## src/sv/spc_pkg.sv

```systemverilog
`default_nettype none
// ----------------------------------------------------------------------------
// Skin pixel classifier package
// Widths, chroma coefficients, register map and reset values shared by the
// skin pixel classifier.
// ----------------------------------------------------------------------------
package spc_pkg;

  localparam int unsigned ChanW   = 8;
  localparam int unsigned HueW    = 13;
  localparam int unsigned ChromaW = 19;   // Q10 chroma with headroom for wrap
  localparam int unsigned NumW    = 11;   // hue numerator and 6*d, below 1536
  localparam int unsigned ProdW   = HueW + NumW;
  localparam int unsigned LhsW    = NumW + 12;  // numerator times 4096
  localparam int unsigned AddrW   = 5;
  localparam int unsigned DataW   = 32;

  typedef logic [ChanW-1:0]   chan_t;
  typedef logic [HueW-1:0]    hue_t;
  typedef logic [ChromaW-1:0] chroma_t;
  typedef logic [NumW-1:0]    num_t;
  typedef logic [ProdW-1:0]   prod_t;
  typedef logic [LhsW-1:0]    lhs_t;

  // BT.601 chroma coefficients in Q10.
  localparam chroma_t CrR    = 19'd450;
  localparam chroma_t CrG    = 19'd377;
  localparam chroma_t CrB    = 19'd73;
  localparam chroma_t CbR    = 19'd152;
  localparam chroma_t CbG    = 19'd298;
  localparam chroma_t CbB    = 19'd450;
  localparam chroma_t Offset = 19'd131072;  // 128 in Q10

  // Register indexes, taken from paddr[4:2].
  typedef enum logic [2:0] {
    REG_CR_LOW   = 3'd0,
    REG_CR_HIGH  = 3'd1,
    REG_CB_LOW   = 3'd2,
    REG_CB_HIGH  = 3'd3,
    REG_HUE_LOW  = 3'd4,
    REG_HUE_HIGH = 3'd5
  } reg_idx_e;

  localparam chan_t CrLowRst   = 8'd140;
  localparam chan_t CrHighRst  = 8'd165;
  localparam chan_t CbLowRst   = 8'd140;
  localparam chan_t CbHighRst  = 8'd195;
  localparam hue_t  HueLowRst  = 13'd41;
  localparam hue_t  HueHighRst = 13'd410;

endpackage
`default_nettype wire

```

## src/sv/skin_pixel_classifier_top.sv

```systemverilog
`default_nettype none
// ----------------------------------------------------------------------------
// Skin pixel classifier
// Classifies one RGB pixel per word as skin by Cr, Cb and hue range tests.
// ----------------------------------------------------------------------------
// Pipeline: an accepted pixel word is held in the input register and moves into
// the result register when the pipeline advances; its result is offered from there.
// Throughput: one pixel per cycle while the output does not stall.
// Reset: rst_ni clears both stage valid flags and loads the default ranges.
// ----------------------------------------------------------------------------
module skin_pixel_classifier_top (
  input  wire logic        clk_i,
  input  wire logic        rst_ni,
  // Pixel input: tdata = {blue[23:16], green[15:8], red[7:0]}
  input  wire logic        s_axis_tvalid,
  output logic             s_axis_tready,
  input  wire logic [23:0] s_axis_tdata,
  // Result output: tdata = {7'b0, is_skin[0]}
  output logic             m_axis_tvalid,
  input  wire logic        m_axis_tready,
  output logic [7:0]       m_axis_tdata,
  // Configuration port
  input  wire logic                      psel,
  input  wire logic                      penable,
  input  wire logic                      pwrite,
  input  wire logic [spc_pkg::AddrW-1:0] paddr,
  input  wire logic [spc_pkg::DataW-1:0] pwdata,
  output logic      [spc_pkg::DataW-1:0] prdata,
  output logic                           pready
);

  // Configuration registers
  spc_pkg::chan_t cr_low_q, cr_high_q, cb_low_q, cb_high_q;
  spc_pkg::hue_t  hue_low_q, hue_high_q;
  logic           cfg_wr;
  logic [2:0]     cfg_idx;

  assign pready  = 1'b1;
  assign cfg_wr  = psel & penable & pwrite & pready;
  assign cfg_idx = paddr[4:2];

  always_ff @(posedge clk_i or negedge rst_ni) begin
    if (!rst_ni) begin
      cr_low_q   <= spc_pkg::CrLowRst;
      cr_high_q  <= spc_pkg::CrHighRst;
      cb_low_q   <= spc_pkg::CbLowRst;
      cb_high_q  <= spc_pkg::CbHighRst;
      hue_low_q  <= spc_pkg::HueLowRst;
      hue_high_q <= spc_pkg::HueHighRst;
    end else if (cfg_wr) begin
      case (cfg_idx)
        spc_pkg::REG_CR_LOW:   cr_low_q   <= pwdata[7:0];
        spc_pkg::REG_CR_HIGH:  cr_high_q  <= pwdata[7:0];
        spc_pkg::REG_CB_LOW:   cb_low_q   <= pwdata[7:0];
        spc_pkg::REG_CB_HIGH:  cb_high_q  <= pwdata[7:0];
        spc_pkg::REG_HUE_LOW:  hue_low_q  <= pwdata[12:0];
        spc_pkg::REG_HUE_HIGH: hue_high_q <= pwdata[12:0];
        default: ;
      endcase
    end
  end

  always_comb begin
    case (cfg_idx)
      spc_pkg::REG_CR_LOW:   prdata = {24'd0, cr_low_q};
      spc_pkg::REG_CR_HIGH:  prdata = {24'd0, cr_high_q};
      spc_pkg::REG_CB_LOW:   prdata = {24'd0, cb_low_q};
      spc_pkg::REG_CB_HIGH:  prdata = {24'd0, cb_high_q};
      spc_pkg::REG_HUE_LOW:  prdata = {19'd0, hue_low_q};
      spc_pkg::REG_HUE_HIGH: prdata = {19'd0, hue_high_q};
      default:               prdata = '0;
    endcase
  end

  // Pipeline control: both stages move whenever the result register is free
  // or is being taken in this cycle.
  logic pix_valid_q, out_valid_q, out_skin_q;
  logic adv, s_fire;
  spc_pkg::chan_t red_q, green_q, blue_q;

  assign adv           = !out_valid_q || m_axis_tready;
  assign s_axis_tready = !pix_valid_q || adv;
  assign s_fire        = s_axis_tvalid && s_axis_tready;

  always_ff @(posedge clk_i or negedge rst_ni) begin
    if (!rst_ni) begin
      pix_valid_q <= 1'b0;
      out_valid_q <= 1'b0;
    end else begin
      if (s_axis_tready) begin
        pix_valid_q <= s_axis_tvalid;
      end
      if (adv) begin
        out_valid_q <= pix_valid_q;
      end
    end
  end

  always_ff @(posedge clk_i) begin
    if (s_fire) begin
      red_q   <= s_axis_tdata[7:0];
      green_q <= s_axis_tdata[15:8];
      blue_q  <= s_axis_tdata[23:16];
    end
  end

  // Chroma in Q10. The true values always lie in [16322, 245822], so the
  // sums may wrap modulo 2^19 in between and still end correct.
  spc_pkg::chroma_t r_x, g_x, b_x, cr_q10, cb_q10;
  logic cr_ok, cb_ok;

  assign r_x = spc_pkg::chroma_t'(red_q);
  assign g_x = spc_pkg::chroma_t'(green_q);
  assign b_x = spc_pkg::chroma_t'(blue_q);

  assign cr_q10 = spc_pkg::Offset + r_x * spc_pkg::CrR - g_x * spc_pkg::CrG
                - b_x * spc_pkg::CrB;
  assign cb_q10 = spc_pkg::Offset + b_x * spc_pkg::CbB - r_x * spc_pkg::CbR
                - g_x * spc_pkg::CbG;

  assign cr_ok = (cr_q10 >= {1'b0, cr_low_q, 10'd0}) && (cr_q10 <= {1'b0, cr_high_q, 10'd0});
  assign cb_ok = (cb_q10 >= {1'b0, cb_low_q, 10'd0}) && (cb_q10 <= {1'b0, cb_high_q, 10'd0});

  // Hue as n / (6*d), tested by cross-multiplication.
  spc_pkg::chan_t mx, mn, d;
  spc_pkg::num_t  d_x, six_d, n, den;
  spc_pkg::lhs_t  lhs;
  spc_pkg::prod_t lo_prod, hi_prod;
  logic           hue_ok;

  always_comb begin
    mx = red_q;
    if (green_q > mx) mx = green_q;
    if (blue_q > mx) mx = blue_q;
    mn = red_q;
    if (green_q < mn) mn = green_q;
    if (blue_q < mn) mn = blue_q;
    d     = mx - mn;
    d_x   = spc_pkg::num_t'(d);
    six_d = (d_x << 2) + (d_x << 1);
    // Each result is below 6*d, so 11-bit wrapping arithmetic is exact.
    if (d == '0) begin
      n   = '0;
      den = spc_pkg::num_t'(1);
    end else begin
      den = six_d;
      if (mx == red_q) begin
        n = spc_pkg::num_t'(green_q) - spc_pkg::num_t'(blue_q);
        if (green_q < blue_q) n = n + six_d;
      end else if (mx == green_q) begin
        n = (d_x << 1) + spc_pkg::num_t'(blue_q) - spc_pkg::num_t'(red_q);
      end else begin
        n = (d_x << 2) + spc_pkg::num_t'(red_q) - spc_pkg::num_t'(green_q);
      end
    end
  end

  assign lhs     = {n, 12'd0};
  assign lo_prod = spc_pkg::prod_t'(hue_low_q) * spc_pkg::prod_t'(den);
  assign hi_prod = spc_pkg::prod_t'(hue_high_q) * spc_pkg::prod_t'(den);
  assign hue_ok  = (lo_prod <= {1'b0, lhs}) && ({1'b0, lhs} <= hi_prod);

  always_ff @(posedge clk_i) begin
    if (adv) begin
      out_skin_q <= cr_ok && cb_ok && hue_ok;
    end
  end

  assign m_axis_tvalid = out_valid_q;
  assign m_axis_tdata  = {7'd0, out_skin_q};

  // An accepted pixel always lands in the input register.
  a_accept_fills: assert property (@(posedge clk_i) disable iff (!rst_ni)
    s_fire |=> pix_valid_q)
    else $error("accepted pixel word did not reach the input register");

  // A held pixel moves to the result register when the pipeline advances.
  a_stage_moves: assert property (@(posedge clk_i) disable iff (!rst_ni)
    (pix_valid_q && adv) |=> m_axis_tvalid)
    else $error("pixel in the input register was lost on advance");

  // Input back-pressure only when both stages are full and the output stalls.
  a_ready_low: assert property (@(posedge clk_i) disable iff (!rst_ni)
    !s_axis_tready |-> (pix_valid_q && out_valid_q && !m_axis_tready))
    else $error("input stalled while the pipeline had room");

endmodule
`default_nettype wire

```

## config.mk

```make
export PLATFORM = sky130hd
export DESIGN_NAME = skin_pixel_classifier_top
export DESIGN_NICKNAME = d
export VERILOG_FILES = /design/src/sv/spc_pkg.sv /design/src/sv/skin_pixel_classifier_top.sv
export SDC_FILE = /design/constraint.sdc
export NUM_CORES = 1
export LEC_CHECK = 0
export BUFFER_PORTS_ARGS = -buffer_cell sky130_fd_sc_hd__buf_4
export CAP_MARGIN = 20
export CORE_MARGIN = 3
export CORE_UTILIZATION = 45
export DETAILED_ROUTE_END_ITERATION = 8
export MAX_ROUTING_LAYER = met4
export PLACE_DENSITY = 0.67
export SKIP_LAST_GASP = 1
export SYNTH_ARGS = -nofsm -noshare
export SYNTH_HDL_FRONTEND = slang
export SYNTH_SLANG_ARGS = --single-unit
```

## constraint.sdc

```tcl
create_clock -name clk_i -period 17.9 [get_ports clk_i]
set_input_delay 2.685 -clock clk_i [delete_from_list [all_inputs] [get_ports clk_i]]
set_output_delay 2.685 -clock clk_i [all_outputs]
set_load 0.02 [all_outputs]
```

==> summary.md, run 1 <==
| Metric | Value |
|---|---|
| RePlAce Congestion | 0.947 |
| Post-cts sizing count | 0 |
| Most used cell, CP | ha_1 |
| DR vias | 20000 |
| Outcome | completed |
| Die area | 0.0597 mm2 |
| Count of final max-slew check failures | 0 |
| Setup ws final | 1580 ps |
| Area growth, synth to finish | 5.91% |
| Hold Path Class | reg2reg |
| Clk_lat worst skew | 380 ps |
| # clock sinks | 85 |
| YS warnings | 0 |
| CP endpoint kind | flop |
| Max stage delay on crit path | 820 ps |
| Die width | 244 um |
| Antenna diodes | 0 |
| Root Buffer | clkbuf_16 |
| Register area share after synthesis | 0.0892 |
| Unique masters post-synth | 83 |
| # Post-CTS Setup Buffers | 0 |
| Initial Util | 0.459 |
| WL/cell | 18.8 um |
| CP required | 18090 ps |
| Worst r2r src | red_q[2] |
| Clock skew | 16.9 ps |
| Fillcell total | 5204 |
| Pre-CTS setup slack | 1820 ps |
| Tot GR Track Use | 0.240 |
| CTS tree | built |
| Hold_buf cts | 0 |
| Commonest non-fill, non-tap cell in the layout | inv_1 |
| Rows | 86 |
| Hpwl dp | 54800 um |
| Die H | 244 um |
| Slowest library cell on the worst path | edfxtp_1 |
| CTS Buffer Depth | 2 |
| Top_reg_cell synth | dfrtp_1 |
| Least-Margin Pin Slew | 958 ps |
| Post-synth EDFFs | 25 |
| Final Setup Violations | 0 |
| Critical path origin | red_q[2] |
| Hold_sp | pix_valid_q |
| Pre-antenna DRT Iters | 7 |
| Global route total overflow | 0 |
| Post-route minimum period | 16320 ps |
| Worst Path Max Fanout | 54 |
| Share of layout cells above drive strength 1 | 0.0729 |
| RSZ-0062 raised after global routing | no |
| Number of CTS-inserted buffers | 9 |
| Routed WL | 68200 um |
| Number of max-cap violations | 0 |
| # nets final | 3728 |
| Slew margin rel. | 0.362 |
| Io pins | 111 |
| Mapped Area | 0.0256 mm2 |
| Data arrival, critical path | 16510 ps |
| Final period util | 0.912 |
| Core footprint | 0.0556 mm2 |
| Worst Setup Start Kind | flop |
| Fmax | 61.3 MHz |
| First-pass GRT wire length | 111000 um |
| Post-DRT Antenna Nets | 0 |
| Drt initial violations | 1250 |
| Initial antenna violation count | 0 |
| Vias per cell | 5.50 |
| Kind of critical path | reg2reg |
| Ys async rst share | 0.706 |
| Fin. Hold Viols | 0 |
| Post-synthesis cell count | 2864 |
| Largest net degree at the start of global routing | 61 |
| Clock transition at the registers of the reported paths | 80 ps |
| #FFs+latches synth | 85 |
| Commonest non-fill, non-tap cells in the layout | inv_1 (527), ha_1 (472), fa_1 (312) |
| Setup TNS | 0 ps |
| Syn_area_per_cell | 8.92 um2 |
| Port Buffers | 62 |
| Vias in the first global route | 20700 |
| Htree depth | 3 |
| DRC | 0 |
[cell type report]
type                            count  area (um2)  share of cell area
Multi-Input combinational cell   2153       20800               0.769
Sequential cell                    85        2280              0.0842
Inverter                          528        1980              0.0732
Tap cell                          748         936              0.0346
Timing Repair Buffer               99         743              0.0275
Clock buffer                       11         254             0.00938
Clock inverter                      5        46.3             0.00171
[final timing paths]
kind	end	slack, ps	cells past startpoint
min in group asynchronous	hue_high_q[12]	2390	1
min reg2reg	m_axis_tvalid	480	1
max reg2reg	out_skin_q	1580	55
max	out_skin_q	1580	55
max in group asynchronous	m_axis_tvalid	14990	1
min	m_axis_tvalid	480	1
[Yosys cell counts, types with 5 or more instances]
library cell	instances	share of area
nor3_1	37	0.0072
nor2b_1	28	0.0069
o21a_1	26	0.0076
nand4b_1	5	0.0017
a21boi_0	9	0.0026
clkbuf_1	87	0.013
nand2_1	185	0.027
a21oi_1	130	0.025
fa_1	312	0.24
o22ai_1	7	0.0017
buf_4	28	0.0082
o31a_1	6	0.0021
nor4b_1	5	0.0017
dfrtp_1	38	0.037
o21bai_1	21	0.0062
and2_1	63	0.015
o21ai_0	93	0.018
and3_1	135	0.033
nor4_1	10	0.0024
nor2_1	99	0.015
ha_1	472	0.23
edfxtp_1	25	0.029
nand4_1	23	0.0056
a31oi_1	11	0.0027
dfstp_2	22	0.023
or2_2	6	0.0015
a211o_1	8	0.0027
a211oi_1	8	0.0024
nand2b_1	32	0.0078
nand3_1	18	0.0035
a21o_1	49	0.014
mux2_2	47	0.021
xnor2_1	114	0.039
or3_1	12	0.0029
inv_1	527	0.077
mux2i_1	32	0.013
xor2_1	39	0.013
o211ai_1	11	0.0032
[worst max-delay path: cells and delay by family, from the launching register on]
kind | cells | cell delay [ps]
AND/OR/NAND/NOR | 20 | 4830
flip-flops | 1 | 820
adder cells (fa/ha/maj) | 11 | 4490
buffers and inverters | 4 | 490
XOR/XNOR | 1 | 160
AO/OA/AOI/OAI | 19 | 5320
[sequential cells by signal, indices dropped and copies added, names as in the netlist]
| register | flops |
|---|---|
| cr_high_q | 8 |
| hue_high_q | 13 |
| cr_low_q | 8 |
| green_q | 8 |
| hue_low_q | 13 |
| cb_low_q | 8 |
| red_q | 8 |
| out_skin_q | 1 |
| cb_high_q | 8 |
| pix_valid_q | 1 |
| blue_q | 8 |
| m_axis_tvalid | 1 |
[per-stage QoR]
| stage | utilization | instances | hold slack, ps | cell area [um2] |
|---|---|---|---|---|
| detailed placement | 0.481 | 3613 | 446 | 26800 |
| finish | 0.487 | 3629 | 480 | 27100 |
| global route | 0.487 | 3629 | 489 | 27100 |
| floorplan | - | 2889 | 435 | 25600 |
| CTS | 0.487 | 3629 | 479 | 27100 |
| global placement | 0.481 | 3613 | 445 | 26800 |
[logic make-up after synthesis]
family | count (synthesis) | share of synthesized area
other cells | 2 | 0.000294
flops | 85 | 0.0892
compound gates | 428 | 0.107
fa+ha+maj | 784 | 0.476
buf+inv | 651 | 0.100
xor+xnor | 154 | 0.0533
simple gates | 676 | 0.137
mux | 84 | 0.0374
[routing by layer]
metal | vias to the layer above | part of all wire | track usage
li1 | 9443 | - | -
met1 | 9888 | 0.45 | 0.318
met2 | 538 | 0.47 | 0.387
met3 | 94 | 0.055 | 0.0351
met4 | 0 | 0.022 | 0.0584
met5 | - | 0 | -
Power of run 1 is not shown: default switching activity piles up to over one toggle a cycle in this logic, so the estimate is an artifact.
==> run 2, diff against run 1 <==
Settings changed: PLACE_DENSITY 0.67 to 0.7.
Clock period 17.9 ns to 13.9 ns, I/O delays scaled along.
==> run 2 against run 1 <==
  * Non-clock buffer count is 58 higher
  * Setup slack worse by 1000 ps
  * First-iteration DRC count is 9.8% higher
  * Flip-flop and latch count stayed put
  * Register-to-register slack worse by 1000 ps
  * Utilization is 1.3 points higher
  * Cell count is 1.7% higher
  * Via count hardly changed
  * Hold slack better by 29 ps
  * Routed wire length is 2.5% lower
  * Clock skew is 3.4 ps lower
  * Largest cell class unchanged
  * Maximum frequency is 22% higher
==> summary.md, run 2 (synthesis gave the netlist of run 1 again) <==
| Metric | Value |
|---|---|
| Outcome | completed |
| Design Area, Final | 0.0278 mm2 |
| Core footprint | 0.0556 mm2 |
| Hold Path Class | reg2reg |
| Count of final max-slew check failures | 0 |
| # placed instances | 3667 |
| GR peak layer | met2 |
| RePlAce Congestion | 0.891 |
| Endpoint, Worst Hold | cr_low_q[6] |
| Number of CTS-inserted buffers | 9 |
| CP required | 14140 ps |
| Clock skew | 13.5 ps |
| Data arrival, critical path | 13590 ps |
| Die H | 244 um |
| Max stage delay on crit path | 560 ps |
| Largest net degree at the start of global routing | 61 |
| Routed WL | 66600 um |
| Kind of critical path | reg2reg |
| Setup ws final | 548 ps |
| Post-route minimum period | 13350 ps |
| Post-DRT Antenna Nets | 0 |
| Io pins | 111 |
| Root Buffer | clkbuf_16 |
| Global route total overflow | 0 |
| CP endpoint kind | flop |
| Clk_lat worst skew | 370 ps |
| Hold_buf cts | 0 |
| Fmax | 74.9 MHz |
| RR Endpoint | out_skin_q |
| Die width | 244 um |
| Final period util | 0.961 |
| WL/cell | 18.0 um |
| Met3 Use GR | 0.0325 |
| Reg2Reg Setup Slack | 550 ps |
| Clock transition at the registers of the reported paths | 80 ps |
| Worst Setup Start Kind | flop |
| Die area | 0.0597 mm2 |
| Worst reg2reg path depth | 57 |
| Initial Util | 0.459 |
| Share of layout cells above drive strength 1 | 0.103 |
| Vias per cell | 5.42 |
| Antenna diodes | 0 |
| Rows | 86 |
| Initial antenna violation count | 0 |
| Met2 Usage GRT | 0.363 |
| Slew margin rel. | 0.308 |
| Slowest library cell on the worst path | fa_1 |
| Port Buffers | 62 |
| Worst r2r src | red_q[2] |
| Commonest non-fill, non-tap cells in the layout | inv_1 (527), ha_1 (470), fa_1 (312) |
| Tot GR Track Use | 0.231 |
| CTS Buffer Depth | 2 |
| Least-Margin Pin Slew | 1040 ps |
| Drt initial violations | 1373 |
| Hold Path Depth | 1 |
| Placed Area | 0.0272 mm2 |
| Fin. Hold Viols | 0 |
| First-pass GRT wire length | 107000 um |
| CTS tree | built |
| Htree depth | 3 |
| Most used cell, CP | ha_1 |
| Area growth, synth to finish | 8.71% |
| Hold_sp | cr_low_q[6] |
| GR Util met1 | 0.317 |
| # nets final | 3788 |
| Pre-CTS setup slack | -135 ps |
| Top Registers | hue_high_q: 13 flops, hue_low_q: 13 flops |
| Number of max-cap violations | 0 |
| Final Setup Violations | 0 |
| Pre-antenna DRT Iters | 5 |
| DR vias | 20000 |
| Vias in the first global route | 20000 |
| Worst Path Max Fanout | 12 |
| Post-Layout Cell Count | 3689 |
| DRC | 0 |
| # clock sinks | 85 |
| Hpwl dp | 53200 um |
| Commonest non-fill, non-tap cell in the layout | inv_1 |
## run 2: worst max path at each step
stage             start          to  slack, ps  cells past startpoint
2_1_floorplan  red_q[3]  out_skin_q        580                     57
4_1_cts        red_q[2]  out_skin_q         40                     58
6_report       red_q[2]  out_skin_q        550                     57
3_3_place_gp   red_q[2]  out_skin_q       -130                     54
5_1_grt        red_q[2]  out_skin_q        -70                     57
3_5_place_dp   red_q[2]  out_skin_q       -140                     58
## run 2: metrics by stage
stage / util / hold WS (ps) / setup TNS, ps
2_1_floorplan: - / 435 / 0
3_3_place_gp: 0.488 / 487 / -134
3_5_place_dp: 0.489 / 496 / -135
4_1_cts: 0.494 / 509 / 0
5_1_grt: 0.499 / 554 / -66.1
6_report: 0.499 / 509 / 0
## run 2: per-layer routing
layer	wire length, um	share of wire
met5	0	0
met4	1750	0.026
met3	4560	0.069
met2	30200	0.45
met1	30100	0.45
## run 2: critical path: cells and delay by family, from the launching register on
family | cells | cell delay (ps)
buf+inv | 9 | 980
compound gates | 21 | 4330
xor+xnor | 1 | 100
fa+ha+maj | 11 | 4080
flops | 1 | 390
simple gates | 15 | 3290
## run 2: timing repair
| action | CTS | global route |
|---|---|---|
| gates cloned | 0 | 2 |
| gates resized for setup | 3 | 49 |
| setup endpoints to repair | 1 | 1 |
| buffers inserted | 0 | 4 |
| pin swaps | 1 | 12 |
## run 2: area by class of cell
type	count	area, um2
inverter	528	1980
fill	5258	27900
clock inverter	4	37.5
timing repair buffer	157	1190
multi-input combinational	2155	21100
clock buffer	12	279
sequential	85	2280
tap	748	936
Power of run 2 is left out for the same reason.
